<file path="config.mk">
export PLATFORM = sky130hd
export DESIGN_NAME = ultrasonic_echo_ranger
export DESIGN_NICKNAME = d
export VERILOG_FILES = /design/src/rtl/uer_pkg.sv /design/src/rtl/uer_front.sv /design/src/rtl/uer_fifo.sv /design/src/rtl/uer_back.sv /design/src/rtl/ultrasonic_echo_ranger.sv
export SDC_FILE = /design/constraint.sdc
export NUM_CORES = 1
export LEC_CHECK = 0
export BUFFER_PORTS_ARGS = -buffer_cell sky130_fd_sc_hd__buf_2
export CAP_MARGIN = 20
export CORE_MARGIN = 2
export CORE_UTILIZATION = 40
export DETAILED_ROUTE_END_ITERATION = 8
export SYNTH_ARGS = -nofsm -noshare
export SYNTH_HDL_FRONTEND = slang
export SYNTH_SLANG_ARGS = --single-unit
</file>
<file path="constraint.sdc">
create_clock -name i_clk -period 9.2 [get_ports i_clk]
set_input_delay 0.46 -clock i_clk [delete_from_list [all_inputs] [get_ports i_clk]]
set_output_delay 0.46 -clock i_clk [all_outputs]
set_load 0.01 [all_outputs]
</file>
<file path="src/rtl/uer_pkg.sv">
// Package: shared types, constants and codes for the ultrasonic echo ranger.
package uer_pkg;

    // Echo counter width and saturation value
    localparam int COUNT_BITS = 16;
    localparam logic [COUNT_BITS-1:0] COUNT_MAX = {COUNT_BITS{1'b1}};

    // Trigger length register
    localparam int TRIG_W = 8;
    localparam logic [TRIG_W-1:0] TRIG_TICKS_RESET = 8'd20;

    // Result field widths
    localparam int DIST_W  = 11;
    localparam int DIGIT_W = 4;
    localparam logic [DIST_W-1:0]  DIST_MAX = 11'd2047;
    localparam logic [DIGIT_W-1:0] HUND_MAX = 4'd15;

    // distance = floor(count * 17 / 1000): count * 17 then a reciprocal multiply.
    // With RECIP = ceil(2^SHIFT / 1000) the error term stays below 2^10, so
    // SHIFT = PROD_W + 10 makes the quotient exact for every product value.
    localparam int PROD_W     = COUNT_BITS + 5;
    localparam int DIST_SHIFT = PROD_W + 10;
    localparam int RECIP_W    = PROD_W + 1;
    localparam int MQ_W       = PROD_W + RECIP_W;
    localparam logic [RECIP_W-1:0] RECIP_DIST =
        RECIP_W'(((64'd1 << DIST_SHIFT) + 64'd999) / 64'd1000);

    // Decimal digits: d / 100 = (d * 5243) >> 19, r / 10 = (r * 205) >> 11
    localparam int HUND_RECIP_W = 13;
    localparam logic [HUND_RECIP_W-1:0] HUND_RECIP = 13'd5243;
    localparam int HUND_SHIFT = 19;
    localparam int HP_W       = DIST_W + HUND_RECIP_W;
    localparam logic [DIST_W-1:0] HUNDRED = 11'd100;
    localparam int REM_W      = 7;
    localparam int TENS_RECIP_W = 8;
    localparam logic [TENS_RECIP_W-1:0] TENS_RECIP = 8'd205;
    localparam int TENS_SHIFT = 11;
    localparam int TP_W       = REM_W + TENS_RECIP_W;
    localparam logic [REM_W-1:0] TEN = 7'd10;

    // Command queue between front and back
    localparam int FIFO_DEPTH = 4;
    localparam int FIFO_AW    = $clog2(FIFO_DEPTH);

    // Configuration port
    localparam int PADDR_W = 3;
    localparam int PDATA_W = 32;
    localparam logic CFG_IDX_TRIG = 1'b0;

    typedef enum logic [1:0] {
        PH_IDLE  = 2'd0,
        PH_TRIG  = 2'd1,
        PH_WAIT  = 2'd2,
        PH_COUNT = 2'd3
    } t_phase;

    typedef struct packed {
        logic start_req;
        logic echo;
    } t_in_item;

    typedef struct packed {
        logic                trigger;
        logic                busy_res;
        logic                done_res;
        logic                overflow;
        logic [DIST_W-1:0]   distance_cm;
        logic [DIGIT_W-1:0]  hundreds_digit;
        logic [DIGIT_W-1:0]  tens_digit;
        logic [DIGIT_W-1:0]  ones_digit;
    } t_out_item;

    // Per-tick status computed by the front
    typedef struct packed {
        logic trig;
        logic busy;
        logic done;
        logic ovf;
    } t_flags;

    typedef struct packed {
        t_flags                flags;
        logic [COUNT_BITS-1:0] echo_count;
    } t_cmd;

endpackage

</file>
<file path="src/rtl/uer_front.sv">
// Front: measurement state machine, one tick per accepted item.
module uer_front import uer_pkg::*; (
    input  logic              i_clk,
    input  logic              i_rst_n,
    input  logic              i_valid,
    output logic              o_ready,
    input  t_in_item          i_item,
    input  logic [TRIG_W-1:0] i_trigger_ticks,
    input  logic              i_full,
    output logic              o_push,
    output t_cmd              o_cmd
);

    t_phase                r_phase, n_phase;
    logic [TRIG_W-1:0]     r_trig_cnt, n_trig_cnt;
    logic [COUNT_BITS-1:0] r_echo_cnt, n_echo_cnt;
    logic                  r_ovf, n_ovf;
    logic                  trig;
    logic                  done;

    assign o_ready = !i_full;
    assign o_push  = i_valid && !i_full;

    always_ff @(posedge i_clk) begin
        if (!i_rst_n) begin
            r_phase    <= PH_IDLE;
            r_trig_cnt <= '0;
            r_echo_cnt <= '0;
            r_ovf      <= 1'b0;
        end else if (o_push) begin
            r_phase    <= n_phase;
            r_trig_cnt <= n_trig_cnt;
            r_echo_cnt <= n_echo_cnt;
            r_ovf      <= n_ovf;
        end
    end

    always_comb begin
        n_phase    = r_phase;
        n_trig_cnt = r_trig_cnt;
        n_echo_cnt = r_echo_cnt;
        n_ovf      = r_ovf;
        trig       = 1'b0;
        done       = 1'b0;
        case (r_phase)
            PH_IDLE: begin
                if (i_item.start_req) begin
                    n_phase    = PH_TRIG;
                    n_trig_cnt = TRIG_W'(1);
                    n_echo_cnt = '0;
                    n_ovf      = 1'b0;
                    trig       = 1'b1;
                end
            end
            PH_TRIG: begin
                if (r_trig_cnt >= i_trigger_ticks) begin
                    n_phase = PH_WAIT;
                end else begin
                    n_trig_cnt = r_trig_cnt + TRIG_W'(1);
                    trig       = 1'b1;
                end
            end
            PH_WAIT: begin
                if (i_item.echo) begin
                    n_phase    = PH_COUNT;
                    n_echo_cnt = COUNT_BITS'(1);
                end
            end
            PH_COUNT: begin
                if (i_item.echo) begin
                    // saturate: hold the count, flag the overflow
                    if (r_echo_cnt == COUNT_MAX) begin
                        n_ovf = 1'b1;
                    end else begin
                        n_echo_cnt = r_echo_cnt + COUNT_BITS'(1);
                    end
                end else begin
                    done    = 1'b1;
                    n_phase = PH_IDLE;
                end
            end
            default: begin
                n_phase = PH_IDLE;
            end
        endcase
        o_cmd.flags.trig = trig;
        o_cmd.flags.busy = (n_phase != PH_IDLE);
        o_cmd.flags.done = done;
        o_cmd.flags.ovf  = n_ovf;
        o_cmd.echo_count = r_echo_cnt;
    end

    a_done_from_count: assert property (@(posedge i_clk) disable iff (!i_rst_n)
        (o_push && o_cmd.flags.done) |-> (r_phase == PH_COUNT))
        else $error("distance produced outside the counting phase");

    a_start_loads: assert property (@(posedge i_clk) disable iff (!i_rst_n)
        (o_push && r_phase == PH_IDLE && i_item.start_req)
        |=> (r_phase == PH_TRIG && r_trig_cnt == TRIG_W'(1) && !r_ovf))
        else $error("start did not arm the trigger phase");

    a_ovf_at_max: assert property (@(posedge i_clk) disable iff (!i_rst_n)
        r_ovf |-> (r_echo_cnt == COUNT_MAX))
        else $error("overflow flag set below the saturated count");

endmodule

</file>
<file path="src/rtl/uer_fifo.sv">
// Command queue between the front and the back.
module uer_fifo import uer_pkg::*; (
    input  logic i_clk,
    input  logic i_rst_n,
    input  logic i_push,
    input  t_cmd i_cmd,
    output logic o_full,
    input  logic i_pop,
    output logic o_valid,
    output t_cmd o_cmd
);

    t_cmd               r_mem [FIFO_DEPTH];
    logic [FIFO_AW-1:0] r_wr_ptr;
    logic [FIFO_AW-1:0] r_rd_ptr;
    logic [FIFO_AW:0]   r_count;

    assign o_full  = (r_count == (FIFO_AW + 1)'(FIFO_DEPTH));
    assign o_valid = (r_count != '0);
    assign o_cmd   = r_mem[r_rd_ptr];

    always_ff @(posedge i_clk) begin
        if (i_push) begin
            r_mem[r_wr_ptr] <= i_cmd;
        end
    end

    always_ff @(posedge i_clk) begin
        if (!i_rst_n) begin
            r_wr_ptr <= '0;
            r_rd_ptr <= '0;
            r_count  <= '0;
        end else begin
            if (i_push) begin
                r_wr_ptr <= r_wr_ptr + FIFO_AW'(1);
            end
            if (i_pop) begin
                r_rd_ptr <= r_rd_ptr + FIFO_AW'(1);
            end
            if (i_push && !i_pop) begin
                r_count <= r_count + (FIFO_AW + 1)'(1);
            end else if (i_pop && !i_push) begin
                r_count <= r_count - (FIFO_AW + 1)'(1);
            end
        end
    end

    a_count_bound: assert property (@(posedge i_clk) disable iff (!i_rst_n)
        r_count <= (FIFO_AW + 1)'(FIFO_DEPTH))
        else $error("queue count beyond depth");

    a_pop_nonempty: assert property (@(posedge i_clk) disable iff (!i_rst_n)
        i_pop |-> (r_count != '0))
        else $error("pop from empty queue");

    a_count_up: assert property (@(posedge i_clk) disable iff (!i_rst_n)
        (i_push && !i_pop) |=> (r_count == $past(r_count) + (FIFO_AW + 1)'(1)))
        else $error("queue count missed a push");

endmodule

</file>
<file path="src/rtl/uer_back.sv">
// Back: distance and digit pipeline, last-result hold and output register.
module uer_back import uer_pkg::*; (
    input  logic      i_clk,
    input  logic      i_rst_n,
    input  logic      i_cmd_valid,
    input  t_cmd      i_cmd,
    output logic      o_pop,
    output logic      o_valid,
    input  logic      i_ready,
    output t_out_item o_item
);

    logic en;

    // stage A: count * 17
    logic              r_a_v;
    t_flags            r_a_flags;
    logic [PROD_W-1:0] r_a_prod;
    // stage B: reciprocal multiply
    logic              r_b_v;
    t_flags            r_b_flags;
    logic [MQ_W-1:0]   r_b_mq;
    // stage C: distance with saturation
    logic              r_c_v;
    t_flags            r_c_flags;
    logic [DIST_W-1:0] r_c_dist;
    // stage D: hundreds reciprocal product
    logic              r_d_v;
    t_flags            r_d_flags;
    logic [DIST_W-1:0] r_d_dist;
    logic [HP_W-1:0]   r_d_hprod;
    // stage E: hundreds digit and remainder
    logic               r_e_v;
    t_flags             r_e_flags;
    logic [DIST_W-1:0]  r_e_dist;
    logic [DIGIT_W-1:0] r_e_hund;
    logic [REM_W-1:0]   r_e_rem;
    // output and last result
    logic               r_out_v;
    t_out_item          r_out;
    logic [DIST_W-1:0]  r_last_dist;
    logic [DIGIT_W-1:0] r_last_hund;
    logic [DIGIT_W-1:0] r_last_tens;
    logic [DIGIT_W-1:0] r_last_ones;

    logic [31:0]        q32;
    logic [DIST_W-1:0]  n_dist;
    logic [DIST_W-1:0]  hq_full;
    logic [DIST_W-1:0]  rem_full;
    logic [TP_W-1:0]    tprod;
    logic [REM_W-1:0]   tens_full;
    logic [REM_W-1:0]   ones_full;

    // whole pipeline advances together when the output register is free
    assign en    = !r_out_v || i_ready;
    assign o_pop = en && i_cmd_valid;

    always_comb begin
        q32       = 32'(r_b_mq >> DIST_SHIFT);
        n_dist    = (q32 > 32'(DIST_MAX)) ? DIST_MAX : q32[DIST_W-1:0];
        hq_full   = DIST_W'(r_d_hprod >> HUND_SHIFT);
        rem_full  = r_d_dist - DIST_W'(hq_full * HUNDRED);
        tprod     = TP_W'(r_e_rem) * TP_W'(TENS_RECIP);
        tens_full = REM_W'(tprod >> TENS_SHIFT);
        ones_full = r_e_rem - REM_W'(tens_full * TEN);
    end

    always_ff @(posedge i_clk) begin
        if (!i_rst_n) begin
            r_a_v       <= 1'b0;
            r_b_v       <= 1'b0;
            r_c_v       <= 1'b0;
            r_d_v       <= 1'b0;
            r_e_v       <= 1'b0;
            r_out_v     <= 1'b0;
            r_last_dist <= '0;
            r_last_hund <= '0;
            r_last_tens <= '0;
            r_last_ones <= '0;
        end else if (en) begin
            r_a_v   <= i_cmd_valid;
            r_b_v   <= r_a_v;
            r_c_v   <= r_b_v;
            r_d_v   <= r_c_v;
            r_e_v   <= r_d_v;
            r_out_v <= r_e_v;
            if (r_e_v && r_e_flags.done) begin
                r_last_dist <= r_e_dist;
                r_last_hund <= r_e_hund;
                r_last_tens <= tens_full[DIGIT_W-1:0];
                r_last_ones <= ones_full[DIGIT_W-1:0];
            end
        end
    end

    always_ff @(posedge i_clk) begin
        if (en) begin
            r_a_flags <= i_cmd.flags;
            r_a_prod  <= PROD_W'({i_cmd.echo_count, 4'b0000}) + PROD_W'(i_cmd.echo_count);
            r_b_flags <= r_a_flags;
            r_b_mq    <= MQ_W'(r_a_prod) * MQ_W'(RECIP_DIST);
            r_c_flags <= r_b_flags;
            r_c_dist  <= n_dist;
            r_d_flags <= r_c_flags;
            r_d_dist  <= r_c_dist;
            r_d_hprod <= HP_W'(r_c_dist) * HP_W'(HUND_RECIP);
            r_e_flags <= r_d_flags;
            r_e_dist  <= r_d_dist;
            r_e_hund  <= (hq_full > DIST_W'(HUND_MAX)) ? HUND_MAX : hq_full[DIGIT_W-1:0];
            r_e_rem   <= rem_full[REM_W-1:0];
            r_out.trigger  <= r_e_flags.trig;
            r_out.busy_res <= r_e_flags.busy;
            r_out.done_res <= r_e_flags.done;
            r_out.overflow <= r_e_flags.ovf;
            // new distance on a done tick, else hold the last one
            if (r_e_flags.done) begin
                r_out.distance_cm    <= r_e_dist;
                r_out.hundreds_digit <= r_e_hund;
                r_out.tens_digit     <= tens_full[DIGIT_W-1:0];
                r_out.ones_digit     <= ones_full[DIGIT_W-1:0];
            end else begin
                r_out.distance_cm    <= r_last_dist;
                r_out.hundreds_digit <= r_last_hund;
                r_out.tens_digit     <= r_last_tens;
                r_out.ones_digit     <= r_last_ones;
            end
        end
    end

    assign o_valid = r_out_v;
    assign o_item  = r_out;

    a_out_tracks_last: assert property (@(posedge i_clk) disable iff (!i_rst_n)
        r_out_v |-> (r_out.distance_cm == r_last_dist))
        else $error("output distance differs from held distance");

    a_digits_decimal: assert property (@(posedge i_clk) disable iff (!i_rst_n)
        r_out_v |-> (r_out.tens_digit <= DIGIT_W'(9) && r_out.ones_digit <= DIGIT_W'(9)))
        else $error("digit out of decimal range");

    a_digits_recompose: assert property (@(posedge i_clk) disable iff (!i_rst_n)
        (r_out_v && r_out.distance_cm < DIST_W'(1600))
        |-> (DIST_W'(r_out.hundreds_digit) * HUNDRED
             + DIST_W'(r_out.tens_digit) * DIST_W'(10)
             + DIST_W'(r_out.ones_digit) == r_out.distance_cm))
        else $error("digits do not recompose the distance");

endmodule

</file>
<file path="src/rtl/ultrasonic_echo_ranger.sv">
// Top level: ultrasonic pulse-width ranger with configuration port.
// A result item passes the command queue, back stages A to E and the output register.
// Throughput: one tick per cycle while the result channel does not stall; the front state
// machine steps on each accepted tick and the back pipeline takes a new item every cycle.
// Reset (synchronous, active low): idle phase, counts and overflow cleared, last
// distance zero, trigger length 20 ticks, command queue and pipeline emptied.
module ultrasonic_echo_ranger import uer_pkg::*; (
    input  logic               i_clk,
    input  logic               i_rst_n,
    // tick input channel
    input  logic               i_valid,
    output logic               o_ready,
    input  t_in_item           i_item,
    // result channel
    output logic               o_valid,
    input  logic               i_ready,
    output t_out_item          o_item,
    // configuration port
    input  logic               psel,
    input  logic               penable,
    input  logic               pwrite,
    input  logic [PADDR_W-1:0] paddr,
    input  logic [PDATA_W-1:0] pwdata,
    output logic [PDATA_W-1:0] prdata,
    output logic               pready
);

    logic [TRIG_W-1:0] r_trig_ticks;
    logic              cfg_wr;
    logic              push;
    logic              full;
    t_cmd              front_cmd;
    logic              q_valid;
    t_cmd              q_cmd;
    logic              pop;

    // Configuration: one register, word index taken from paddr[2].
    // Writes land in the access phase; reads return the register zero-extended.
    assign pready = 1'b1;
    assign cfg_wr = psel && penable && pwrite && (paddr[2] == CFG_IDX_TRIG);
    assign prdata = (paddr[2] == CFG_IDX_TRIG) ? PDATA_W'(r_trig_ticks) : '0;

    always_ff @(posedge i_clk) begin
        if (!i_rst_n) begin
            r_trig_ticks <= TRIG_TICKS_RESET;
        end else if (cfg_wr) begin
            r_trig_ticks <= pwdata[TRIG_W-1:0];
        end
    end

    // Front: run the trigger/wait/count state machine on every accepted tick
    // and push that tick's status and echo count (done marks the falling edge).
    uer_front u_front (
        .i_clk           (i_clk),
        .i_rst_n         (i_rst_n),
        .i_valid         (i_valid),
        .o_ready         (o_ready),
        .i_item          (i_item),
        .i_trigger_ticks (r_trig_ticks),
        .i_full          (full),
        .o_push          (push),
        .o_cmd           (front_cmd)
    );

    // Queue: decouple the front from output backpressure.
    uer_fifo u_fifo (
        .i_clk   (i_clk),
        .i_rst_n (i_rst_n),
        .i_push  (push),
        .i_cmd   (front_cmd),
        .o_full  (full),
        .i_pop   (pop),
        .o_valid (q_valid),
        .o_cmd   (q_cmd)
    );

    // Back: convert the count to centimetres and decimal digits, hold the
    // last distance between measurements, and drive the result register.
    uer_back u_back (
        .i_clk       (i_clk),
        .i_rst_n     (i_rst_n),
        .i_cmd_valid (q_valid),
        .i_cmd       (q_cmd),
        .o_pop       (pop),
        .o_valid     (o_valid),
        .i_ready     (i_ready),
        .o_item      (o_item)
    );

endmodule

</file>
* Word level (Yosys, flattened, before mapping) *
Memory sizes are Yosys's and may differ from the RTL's. A register that Yosys moved wholly into a read port is not among the register bits.
Index checks and enable logic that the tools add are counted.

storage, ports and cells
  bits in registers = 248
  bits in writable memories = 80
  output and inout bits = 62
  logic and storage cells = 135
  memories = 1

cells by class
  add/subtract/negate cells = 9
  multipliers = 5
  magnitude comparators = 3
  equal/unequal tests = 10
  mux-type cells = 30
  bitwise logic cells = 1
  reduce and logical (&&, ||, !) cells = 22

memories
  name          words  bits a word  read ports  clocked after memory_dff  write ports  RTL line        source
  u_fifo.r_mem  4      20           1           1                         1            uer_fifo.sv:13  t_cmd r_mem [FIFO_DEPTH];

operators with widths
  operator                  number
  $mux W16                  4
  $pmux W16 S3              1
  $mul A21 B20 Y41 const B  1
  $mul A11 B13 Y24 const B  1
  $mux W8                   3
  $mux W23                  1
  $add A20 B16 Y21          1
  $add A16 B1 Y16 const B   1
  $eq A16 B16 Y1 const B    1
  $pmux W8 S2               1
  $mul A7 B8 Y15 const B    1
  $gt A12 B11 Y1 const B    1
  $mux W2                   6
  $ne A2 B2 Y1 const B      5
  $mux W1                   9
  $add A8 B1 Y8 const B     1
  $ge A8 B8 Y1              1
  $logic_and A1 B1 Y1       8
  $pmux W2 S4               1
  $sub A7 B7 Y7             1
  $mux W3                   2
  $reduce_and A6 Y1         1
  $reduce_bool A2 Y1        3
  $reduce_bool A3 Y1        2
  17 further kinds          23

* Logic depth before layout (Yosys ltp) *
Gate-level depths: netlist of run 1.

  word-level depth = 7
  mapped depth = 19

* Cells and area by module *
Synthesis of run 1 repeated with hierarchy kept, for this count alone.

unflattened totals
  cells, all modules = 1,700
  area total of the unflattened synthesis = 20,090.5 µm²

by module, submodules not included
  module                  times used  cells an instance  area an instance (µm²)
  uer_back                1           1,257              14,366.3
  uer_fifo                1           147                3,331.9
  uer_front               1           226                1,791.7
  ultrasonic_echo_ranger  1           70                 600.6

* Least setup slack after synthesis of run 1 *
OpenSTA, ideal clock, no wires.

  kind = in2reg
  start = in i_ready
  end = reg u_fifo.r_count[2]
  setup time = 0.076 ns
  arrival time = 5.481 ns
  setup slack = 3.643 ns
  cell stages on the path = 10
  buffers on the path = 1
  cell sequence = nor2b_1 -> clkbuf_1 -> clkinv_1 -> o31ai_1 -> ha_1 -> inv_1 -> fa_1 -> xor2_1 -> or3_1 -> a21boi_0

between the ends
  word-level cells in the longest chain between the ends = 5
  elaborated cells on any way between the ends = 7
  classes of those cells = 1 x mux; 6 x reduce/logical

RTL lines
  item                                                  RTL line                      source
  start: declaration                                    ultrasonic_echo_ranger.sv:16  input logic i_ready,
  $logic_or A1 B1 Y1 *                                  uer_back.sv:55                assign en = !r_out_v || i_ready;
  net u_back.en                                         uer_back.sv:13                logic en;
  $logic_and A1 B1 Y1 *                                 uer_back.sv:56                assign o_pop = en && i_cmd_valid;
  $logic_not A1 Y1                                      uer_fifo.sv:40                if (i_push && !i_pop) begin
  $logic_and A1 B1 Y1                                   uer_fifo.sv:40
  $mux W3 / $reduce_bool A2 Y1 (equally long branches)  -
  end signal: assignment                                uer_fifo.sv:41                r_count <= r_count + (FIFO_AW + 1)'(1);
  end signal: assignment                                uer_fifo.sv:43                r_count <= r_count - (FIFO_AW + 1)'(1);
  end: declaration                                      uer_fifo.sv:16                logic [FIFO_AW:0] r_count;

The timed path passes the listed nets; every way through them passes the cells marked *.
A chain may end at the register's enable or synchronous reset.

* Worst setup path in the final report of run 1 *
  start = reg u_back.r_a_prod[2]
  end = reg u_back.r_b_mq[41] (data pin)

between the ends
  word-level cells in the longest chain between the ends = 1

RTL lines
  item                      RTL line         source
  start: declaration        uer_back.sv:18   logic [PROD_W-1:0] r_a_prod;
  start signal: assignment  uer_back.sv:99   r_a_prod <= PROD_W'({i_cmd.echo_count, 4'b0000}) + PROD_W'(i_cmd.echo_count);
  $mul A21 B20 Y41          uer_back.sv:101  r_b_mq <= MQ_W'(r_a_prod) * MQ_W'(RECIP_DIST);
  end signal: assignment    uer_back.sv:101
  end: declaration          uer_back.sv:22   logic [MQ_W-1:0] r_b_mq;

No other way between the ends.

==> results of run 1 <==
state kept, by name, summed over array words and instances (netlist names), 6 cells and up, named ones only:
| signal | cells |
|---|---|
| u_fifo.r_mem | 80 |
| u_back.o_item | 26 |
| u_back.r_a_prod | 21 |
| u_front.r_echo_cnt | 16 |
| u_back.r_b_mq | 12 |
| u_back.r_c_dist | 11 |
| u_back.r_d_dist | 10 |
| u_back.r_last_dist | 10 |
| u_back.r_e_dist | 9 |
| r_trig_ticks | 8 |
| u_front.r_trig_cnt | 8 |
| u_back.r_e_rem | 7 |
| u_back.r_d_hprod | 6 |
final cells by class:
| cell class | instances | area (sq um) |
|---|---|---|
| Clock buffer | 36 | 783 |
| Fill cell | 4650 | 27900 |
| Tap cell | 672 | 841 |
| Clock inverter | 16 | 185 |
| Timing Repair Buffer | 64 | 413 |
| Multi-Input combinational cell | 1161 | 11500 |
| Sequential cell | 278 | 7630 |
| Inverter | 313 | 1180 |
critical path: cells and delay by family, from the launching register on:
kind                       cells  cell delay (ns)
adders and majority gates      8             3.33
AOI/OAI and AO/OA              6             1.66
DFF                            1             0.55
buffers and inverters          4             0.20
and+or+nand+nor                1             0.12
through the flow:
stage / hold WS (ns) / utilization / instance area, sq um / worst slack (ns)
2_1_floorplan: 0.400 / - / 20600 / 3.64
3_3_place_gp: 0.402 / 0.425 / 21400 / 3.14
3_5_place_dp: 0.405 / 0.425 / 21400 / 3.09
4_1_cts: 0.114 / 0.444 / 22400 / 3.08
5_1_grt: 0.146 / 0.446 / 22500 / 2.84
6_report: 0.146 / 0.446 / 22500 / 3.09
metal layers:
metal | up-vias | global-route usage | share of wire | wire length (um)
li1 | 6218 | - | - | -
met1 | 6168 | 0.209 | 0.47 | 18900
met2 | 178 | 0.267 | 0.48 | 19400
met3 | 60 | 0.0209 | 0.029 | 1170
met4 | 2 | 0.0335 | 0.020 | 809
met5 | - | 0 | 0.00027 | 11
cells in the mapped netlist (3+ instances only):
master	number
nand3_1	19
o211ai_1	6
edfxtp_1	206
mux2i_1	3
o211a_1	4
nor2b_1	10
a41o_1	3
o22ai_1	6
a211o_1	3
inv_1	312
nand4_1	17
fa_1	143
nor2_1	63
clkbuf_1	25
and2_1	13
xnor2_1	35
a21boi_0	40
mux4_2	20
o21ai_0	38
xor2_1	23
a21oi_1	59
a311oi_1	6
a311o_1	3
a211oi_1	9
a2111oi_0	3
buf_2	3
ha_1	324
and3_1	16
nand2_1	119
mux2_2	21
a31oi_1	7
o31ai_1	7
dfxtp_1	72
or2_2	20
nor3_1	8
buf_4	26
a21o_1	21
nand2b_1	12
or3_1	5
nor4_1	5
o21a_1	11
and4_1	4
how the worst max path moves through the flow:
stage	endpoint	slack, ns	cells after the start
6_report	u_back.r_b_mq[41]	3.09	19
5_1_grt	u_back.r_b_mq[41]	2.84	19
4_1_cts	u_back.r_b_mq[41]	3.08	19
3_5_place_dp	u_back.r_b_mq[41]	3.09	18
3_3_place_gp	u_back.r_b_mq[41]	3.14	19
2_1_floorplan	u_fifo.r_count[2]	3.64	10
logic make-up (layout without fill, tap and decap cells):
group / after synthesis / in the layout / share of synthesized area
other cells: 2 / 25 / 0.000366
fa+ha+maj: 467 / 467 / 0.337
simple gates: 324 / 324 / 0.0774
compound gates: 243 / 243 / 0.0797
flops: 278 / 278 / 0.372
buf+inv: 371 / 429 / 0.0736
mux: 44 / 44 / 0.0350
xor+xnor: 58 / 58 / 0.0248
==> impl_summary.txt, run 1 <==
----------------------------------------------------
[Outcome]
  Outcome ... finished, final reports clean

[Clocking]
  Clk buf depth ... 3
  TritonCTS clock tree ... built
  Gates resized, CTS repair ... 0
  Clock latency on the worst-skew pair ... 0.55 ns
  CTS hold repair buffers ... 0
  Clock sink count ... 278
  Number of buffers inserted to repair setup after CTS ... 0
  Clock root buffer master ... clkbuf_16
  # H-tree levels ... 1
  Clock buffers created by TritonCTS ... 28
  Clock slew at the register clock pins of the worst setup and hold paths ... 0.06 ns

[Synthesis]
  Count of flip-flops with a built-in enable after synthesis ... 206
  Yosys top cell by area ... edfxtp_1
  Dominant cells by area after synthesis ... edfxtp_1 (30%), ha_1 (20%), fa_1 (14%), dfxtp_1 (7.0%), inv_1 (5.7%)
  Synthesized instance count ... 1787
  FFs w/ async S/R, synth ... 0
  Synth Area per Inst ... 11.5 sq um
  Cell area after technology mapping ... about 21000 sq um
  Number of distinct library cell variants in the gate-level netlist after synthesis ... 69
  Area share of the leading cell type in the synthesized netlist ... 0.302
  Synthesis Warnings ... 0
  Proportion of synthesized chip area in sequential cells ... 0.372
  Flip-flop cell with the highest count after synthesis ... edfxtp_1
  Flip-flop and latch count after synthesis ... 278

[Final layout]
  Layout overhead on the synthesized area ... 9.65%
  Share of cells above drive strength 1 ... 0.0953
  Number of nets in the layout ... 2357
  Leading cell type in the layout, fill and taps excluded ... ha_1
  Post-route insts no fill ... 2540
  Commonest non-fill, non-tap cells in the layout ... ha_1 (324), inv_1 (312), edfxtp_1 (206)
  Ant diodes ... 0

[Setup path]
  Sort of element at the start of the critical path ... register
  Class of the most critical setup path ... register to register
  CP Data Arrival Time ... 6.41 ns
  Slowest CP cell ... edfxtp_1
  Endpoint class of the critical path ... register
  Reg-to-reg critical path endpoint ... u_back.r_b_mq[41]
  Critical path origin ... u_back.r_a_prod[2]
  Crit-path max cell delay ... 0.55 ns
  Cell seen most often among critical-path stages ... fa_1
  Top fanout value on the critical path ... 6
  Reg2Reg Launch Point ... u_back.r_a_prod[2]
  Ordered cell list for the critical path ... ha_1 > ha_1 > inv_1 > fa_1 > fa_1 > inv_1 > fa_1 > inv_1 > fa_1 > fa_1 > inv_1 > ha_1 > a211o_1 > a21oi_1 > o211ai_1 > a22o_1 > o31ai_2 > nor4b_1 > a211o_1
  Setup slack of the most critical reg-to-reg path ... 3.09 ns
  Critical path data required time ... between 9 and 10 ns
  Worst reg2reg path depth ... 19

[Timing]
  Final Skew ... about 0.011 ns
  Worst-case headroom to the max-slew limit ... 0.283
  Final critical-path required period ... around 6.1 ns
  Count of final setup violators ... 0
  Max-slew violations ... 0
  Highest clock rate ... 0.164 GHz
  Setup repair after global routing missed its margin ... no
  Final worst path period share ... 0.664
  Final Hold Viols ... 0
  Tightest Pin Transition ... 1.08 ns
  Setup TNS Final ... 0 ns

[Global routing]
  First-pass GRT wire length ... 67100 um
  GR Util All Layers ... 0.155
  Via count of the first global-routing pass ... 13.3k
  Remaining Overflow, GRT ... 0
  Pin count of the biggest net entering global routing ... 74
  Antenna violations before repair ... 1

[Floorplan]
  Placeable core area ... 50400 sq um
  Initial Util ... 0.407
  Die outline area ... 53100 sq um
  Width of the chip ... approximately 230 um
  Number of placed I/O pins ... between 100 and 150
  Cell Rows ... between 80 and 90
  Height of the die ... 230 um

[Detailed routing]
  WL final ... 40300 um
  Iteration-0 DRC Markers ... 500
  Vias ... 12.6k
  Routed vias/inst ... 4.97
  Detail Route Antenna Nets ... 0
  Remaining design rule violation count ... 0
  Pre-Repair DR Iteration Count ... 5
  Wire length per cell ... 15.9 um

[Hold path]
  Endpoint, Worst Hold ... r_trig_ticks[2]
  Hold WC Path Type ... primary input to register
  Startpoint of the lowest-slack hold path ... pwdata[2]
  Worst Hold Path Cells ... 3

[Place]
  Port-buffer cells ... 54
  Total half-perimeter wirelength after legalization and detailed placement ... 30900 um
  Routability-driven placement congestion ratio ... roughly 0.86
  Placed cell count ... ~2.5k

[Flow run]
  Number of maximum-capacitance violations ... 0

----------------------------------------------------
Power of run 1 is not shown: default switching activity piles up to over one toggle a cycle in this logic, so the estimate is an artifact.
==> inputs of run 2 (changes only) <==
==> constraint.sdc (replaced) <==
create_clock -name i_clk -period 5.4 [get_ports i_clk]
set_input_delay 0.27 -clock i_clk [delete_from_list [all_inputs] [get_ports i_clk]]
set_output_delay 0.27 -clock i_clk [all_outputs]
set_load 0.01 [all_outputs]
==> run 2 against run 1 <==
Compared with the run above: worst setup slack got worse by 3.1 ns; global-route usage increased by 0.35 points; core utilization increased by 2.4 points; final cell count increased by 4.0%; first-iteration DRC count increased by 29%.
==> impl_summary.txt, run 2 (same netlist as run 1, synthesis figures left out) <==
----------------------------------------------------
[Detailed routing]
  Detail Route Antenna Nets ... 0 (unchanged)
  Iteration-0 DRC Markers ... 647 (was 500)
  Vias ... 12.9k (was 12.6k)
  Routed vias/inst ... 4.89 (was 4.97)
  Pre-Repair DR Iteration Count ... 5 (unchanged)
  Remaining design rule violation count ... 0 (unchanged)
  Wire length per cell ... 15.8 um (was 15.9 um)
  WL final ... 41800 um (was 40300 um)

[Global routing]
  GR Util All Layers ... 0.159 (was 0.155)
  Remaining Overflow, GRT ... 0 (unchanged)
  First-pass GRT wire length ... 68400 um (was 67100 um)
  Via count of the first global-routing pass ... 13.4k (was 13.3k)
  Pin count of the biggest net entering global routing ... 90 (was 74)
  Antenna violations before repair ... 0 (was 1)

[Setup path]
  Class of the most critical setup path ... register to register (unchanged)
  CP Data Arrival Time ... 5.67 ns (was 6.41 ns)
  Critical path data required time ... 5.69 ns (was 9.50 ns)
  Sort of element at the start of the critical path ... register (unchanged)
  Endpoint class of the critical path ... register (unchanged)
  Top fanout value on the critical path ... 4 (was 6)
  Worst reg2reg path depth ... 18 (was 19)

[Final layout]
  Non-Filler Cell Area, Final ... 23700 sq um (was 22500 sq um)
  Largest register FFs ... 80 (unchanged)
  Layout overhead on the synthesized area ... 15.5% (was 9.65%)
  Share of cells above drive strength 1 ... 0.173 (was 0.0953)
  Ant diodes ... 0 (unchanged)
  Final Core Density ... 0.470 (was 0.446)
  Register ranked first by flip-flop count ... u_fifo.r_mem (unchanged)
  Layout fillers ... 4546 (was 4650)
  Leading cell type in the layout, fill and taps excluded ... inv_1 (was ha_1)
  Number of nets in the layout ... 2459 (was 2357)
  Commonest non-fill, non-tap cells in the layout ... inv_1 (301), ha_1 (299), edfxtp_1 (206) (was ha_1 (324), inv_1 (312), edfxtp_1 (206))

[Timing]
  Highest clock rate ... 0.186 GHz (was 0.164 GHz)
  Tightest Pin Transition ... 1.02 ns (was 1.08 ns)
  Final Hold Viols ... 0 (unchanged)
  Count of final setup violators ... 0 (unchanged)
  Max-slew violations ... 0 (unchanged)
  Setup repair after global routing missed its margin ... yes (was no)
  Final Skew ... 0.0107 ns (was 0.0110 ns)
  WHS ... 0.157 ns (was 0.146 ns)
  Final worst path period share ... 0.997 (was 0.664)
  Final critical-path required period ... 5.38 ns (was 6.11 ns)
  Worst-case headroom to the max-slew limit ... 0.317 (was 0.283)
  Final worst setup slack ... 0.0173 ns (was 3.09 ns)

[Outcome]
  Outcome ... finished, final reports clean (unchanged)

[Clocking]
  Clk buf depth ... 3 (unchanged)
  Clock sink count ... 278 (unchanged)
  Clock slew at the register clock pins of the worst setup and hold paths ... 0.06 ns (about the same)
  Clock buffers created by TritonCTS ... 28 (unchanged)
  # H-tree levels ... 1 (unchanged)
  TritonCTS clock tree ... built (unchanged)
  Clock root buffer master ... clkbuf_16 (unchanged)
  Clock latency on the worst-skew pair ... 0.54 ns (was 0.55 ns)

[Floorplan]
  Height of the die ... 230 um (unchanged)
  Width of the chip ... 230 um (unchanged)
  Cell Rows ... 82 (unchanged)
  Number of placed I/O pins ... 106 (unchanged)
  Die outline area ... 53100 sq um (unchanged)
  Initial Util ... 0.407 (unchanged)
  Placeable core area ... 50400 sq um (unchanged)

[Place]
  Total half-perimeter wirelength after legalization and detailed placement ... 32500 um (was 30900 um)
  Routability-driven placement congestion ratio ... 0.877 (was 0.858)
  DP Worst Slack ... -0.355 ns (was 3.09 ns)
  Port-buffer cells ... 54 (unchanged)
  Cell area reported after detailed placement ... 22000 sq um (was 21400 sq um)

[Hold path]
  Hold WC Path Type ... primary input to register (unchanged)
  Worst Hold Path Cells ... 4 (was 3)

[Flow run]
  Number of maximum-capacitance violations ... 0 (unchanged)

----------------------------------------------------
run 2: worst max-delay path: stages (launching register included):
cell and delay, ns:
edfxtp_1 0.49, ha_4 0.27, ha_4 0.16, fa_1 0.55, inv_2 0.04, fa_1 0.47
inv_1 0.05, fa_1 0.45, fa_1 0.51, inv_2 0.04, fa_1 0.49, inv_2 0.05
ha_4 0.24, a21oi_2 0.10, o21ai_1 0.08, a221o_1 0.42, o31ai_4 0.38, nor4b_2 0.08
a211o_1 0.24
run 2: final cells by class:
cell class	count	area (sq um)	share of cell area
tap	672	841	0.0355
clock buffer	43	870	0.0367
timing repair buffer	166	1170	0.0493
multi-input combinational	1161	11900	0.501
inverter	313	1180	0.0498
clock inverter	9	129	0.00544
sequential	278	7630	0.322
run 2: final timing paths:
check	start	to	slack [ns]
worst min register to register	u_back.r_c_flags[3]	u_back.r_d_flags[3]	0.41
worst max-delay path	u_back.r_a_prod[7]	u_back.r_b_mq[41]	0.02
worst max register to register	u_back.r_a_prod[7]	u_back.r_b_mq[41]	0.02
worst min-delay path	i_ready	u_back.r_d_v	0.16
run 2: per-layer routing:
metal	vias to the layer above	share of wire	track usage
met3	72	0.032	0.0247
met5	-	0	0
met4	0	0.027	0.0397
met2	158	0.48	0.273
met1	6283	0.46	0.209
li1	6418	-	-
run 2: through the flow:
stage               cells  setup TNS (ns)
detailed placement   2561           -2.44
finish               2642               0
global placement     2561           -1.45
floorplan            1810         -0.0958
CTS                  2631         -0.0380
global route         2642          -0.396
run 2: timing repair:
action,4_1_cts,5_1_grt
endpoints found under the hold margin,8,0
setup endpoints to repair,12,15
gates resized for setup,31,53
hold buffers,8,0
setup buffers,10,10
pin swaps,33,29
gates cloned,0,0
Power of run 2 is left out for the same reason.
==> inputs of run 3 (changes only) <==
==> constraint.sdc (replaced) <==
create_clock -name i_clk -period 5.4 [get_ports i_clk]
set_input_delay 0.27 -clock i_clk [delete_from_list [all_inputs] [get_ports i_clk]]
set_output_delay 0.27 -clock i_clk [all_outputs]
set_load 0.05 [all_outputs]
==> run 3 against run 2 <==
Compared with the run above: clock skew is 0.00091 ns higher; maximum frequency is 0.35% higher; final cell count is 0.26% higher; non-clock buffer count is 6 higher.
==> impl_summary.txt, run 3 (same netlist as run 1, synthesis figures left out) <==
----------------------------------------------------
[Flow run]
  Number of maximum-capacitance violations ... 0 (unchanged)

[Timing]
  Highest clock rate ... 0.186 GHz (about the same)
  Tightest Pin Transition ... 0.998 ns (was 1.02 ns)
  Max-slew violations ... 0 (unchanged)
  Final Skew ... 0.0116 ns (was 0.0107 ns)
  WHS ... 0.147 ns (was 0.157 ns)
  Worst-case headroom to the max-slew limit ... 0.334 (was 0.317)
  Final worst path period share ... 0.993 (was 0.997)
  Count of final setup violators ... 0 (unchanged)
  Final critical-path required period ... 5.36 ns (was 5.38 ns)
  Setup repair after global routing missed its margin ... yes (unchanged)
  Final Hold Viols ... 0 (unchanged)

[Clocking]
  TritonCTS clock tree ... built (unchanged)
  Clock buffers created by TritonCTS ... 29 (was 28)
  Clock sink count ... 278 (unchanged)
  Clock latency on the worst-skew pair ... 0.55 ns (was 0.54 ns)
  Clock root buffer master ... clkbuf_16 (unchanged)
  # H-tree levels ... 1 (unchanged)
  Clk buf depth ... 3 (unchanged)
  Clock slew at the register clock pins of the worst setup and hold paths ... 0.06 ns (about the same)

[Detailed routing]
  Iteration-0 DRC Markers ... 611 (was 647)
  Highest routing layer actually used ... met5 (was met4)
  Remaining design rule violation count ... 0 (unchanged)
  Sum of met2 wire segment lengths after detailed routing ... 20300 um (was 20100 um)
  WL final ... 41900 um (was 41800 um)
  Detail Route Antenna Nets ... 0 (unchanged)
  Routed vias/inst ... 4.89 (about the same)
  Wire length per cell ... 15.8 um (about the same)
  Detailed-route wire length on metal 1 ... 19700 um (was 19200 um)
  Pre-Repair DR Iteration Count ... 5 (unchanged)
  Vias ... 12.9k (about the same)
  Met3 wire length ... 891 um (was 1360 um)

[Floorplan]
  Die outline area ... 53100 sq um (unchanged)
  Cell Rows ... 82 (unchanged)
  Width of the chip ... 230 um (unchanged)
  Height of the die ... 230 um (unchanged)
  Placeable core area ... 50400 sq um (unchanged)
  Initial Util ... 0.407 (unchanged)
  Number of placed I/O pins ... 106 (unchanged)

[Setup path]
  Endpoint class of the critical path ... register (unchanged)
  Class of the most critical setup path ... register to register (unchanged)
  CP Data Arrival Time ... 5.66 ns (was 5.67 ns)
  Top fanout value on the critical path ... 6 (was 4)
  Sort of element at the start of the critical path ... register (unchanged)
  Critical path data required time ... 5.70 ns (was 5.69 ns)

[Global routing]
  Pin count of the biggest net entering global routing ... 73 (was 90)
  GR Util All Layers ... 0.159 (about the same)
  Via count of the first global-routing pass ... 13.3k (was 13.4k)
  First-pass GRT wire length ... 68400 um (about the same)
  Remaining Overflow, GRT ... 0 (unchanged)
  Antenna violations before repair ... 1 (was 0)

[Place]
  Routability-driven placement congestion ratio ... 0.875 (was 0.877)
  Total half-perimeter wirelength after legalization and detailed placement ... 32700 um (was 32500 um)
  Port-buffer cells ... 54 (unchanged)

[Final layout]
  Register ranked first by flip-flop count ... u_fifo.r_mem (unchanged)
  Commonest non-fill, non-tap cells in the layout ... inv_1 (304), ha_1 (302), edfxtp_1 (206) (was inv_1 (301), ha_1 (299), edfxtp_1 (206))
  Ant diodes ... 0 (unchanged)
  Leading cell type in the layout, fill and taps excluded ... inv_1 (unchanged)
  Final Core Density ... 0.470 (about the same)
  Share of cells above drive strength 1 ... 0.171 (was 0.173)
  Layout overhead on the synthesized area ... 15.4% (was 15.5%)
  Number of nets in the layout ... 2466 (was 2459)
  Largest register FFs ... 80 (unchanged)

[Outcome]
  Outcome ... finished, final reports clean (unchanged)

[Hold path]
  Hold WC Path Type ... primary input to register (unchanged)

----------------------------------------------------
-- run 3: changes by cell type in the layout (fill, tap and decap cells not counted), moves of 3 or more --
cell      previous run  this run
fa_2                 7         4
inv_1              301       304
fa_1               136       139
ha_1               299       302
a311oi_2             2         5
buf_4               99       105
clkinv_2             3         6
o21ai_1              8         4
clkbuf_8             7         1
inv_2               11         8
clkbuf_1             6        10
a311oi_1             4         1
-- run 3: worst max-delay path, cell delays in order (launching register included) --
cell	delay, ns
edfxtp_1	0.37
buf_4	0.19
ha_4	0.27
ha_1	0.13
inv_1	0.05
fa_1	0.56
fa_1	0.47
fa_1	0.55
inv_1	0.06
fa_1	0.45
ha_1	0.30
ha_1	0.33
a21o_1	0.19
a21o_1	0.18
a221o_1	0.37
o31ai_4	0.34
nor4b_2	0.09
a211o_1	0.22
-- run 3: path summary, 6_finish.rpt --
check                                         start           endpoint  slack (ns)  cells past startpoint
worst min-delay path                        i_ready       u_back.r_b_v        0.15                      4
worst max register to register   u_back.r_a_prod[9]  u_back.r_b_mq[41]        0.04                     17
worst max-delay path             u_back.r_a_prod[9]  u_back.r_b_mq[41]        0.04                     17
worst min register to register  u_back.r_e_flags[0]  u_back.o_item[23]        0.42                      0
-- run 3: metal layers --
layer | vias to the layer above | track usage
li1 | 6431 | -
met1 | 6311 | 0.217
met3 | 69 | 0.0169
met2 | 130 | 0.273
met4 | 2 | 0.0381
met5 | - | 0
-- run 3: metrics by stage --
| stage | area [sq um] | setup slack (ns) | instances | TNS [ns] |
|---|---|---|---|---|
| 2_1_floorplan | 20600 | 0.00738 | 1810 | 0 |
| 4_1_cts | 23300 | -0.00887 | 2636 | -0.00887 |
| 5_1_grt | 23700 | -0.165 | 2649 | -1.01 |
| 3_3_place_gp | 22000 | -0.213 | 2564 | -1.25 |
| 6_report | 23700 | 0.0358 | 2649 | 0 |
| 3_5_place_dp | 22100 | -0.318 | 2566 | -2.06 |
-- run 3: final cells by class --
| cell class | instances | area (sq um) |
|---|---|---|
| clock inverters | 12 | 128 |
| clock buffers | 41 | 802 |
| multi-input cells | 1161 | 11900 |
| flip-flops and latches | 278 | 7630 |
| fillers | 4612 | 26700 |
| well taps | 672 | 841 |
| inverters | 313 | 1180 |
| repair buffers | 172 | 1230 |
-- run 3: what timing repair did --
item,CTS,global route
setup buffers,9,13
gates resized for setup,26,48
pin swaps,30,32
hold buffers,8,0
setup endpoints to repair,12,15
hold endpoints to repair,8,0
Power of run 3 is left out for the same reason.
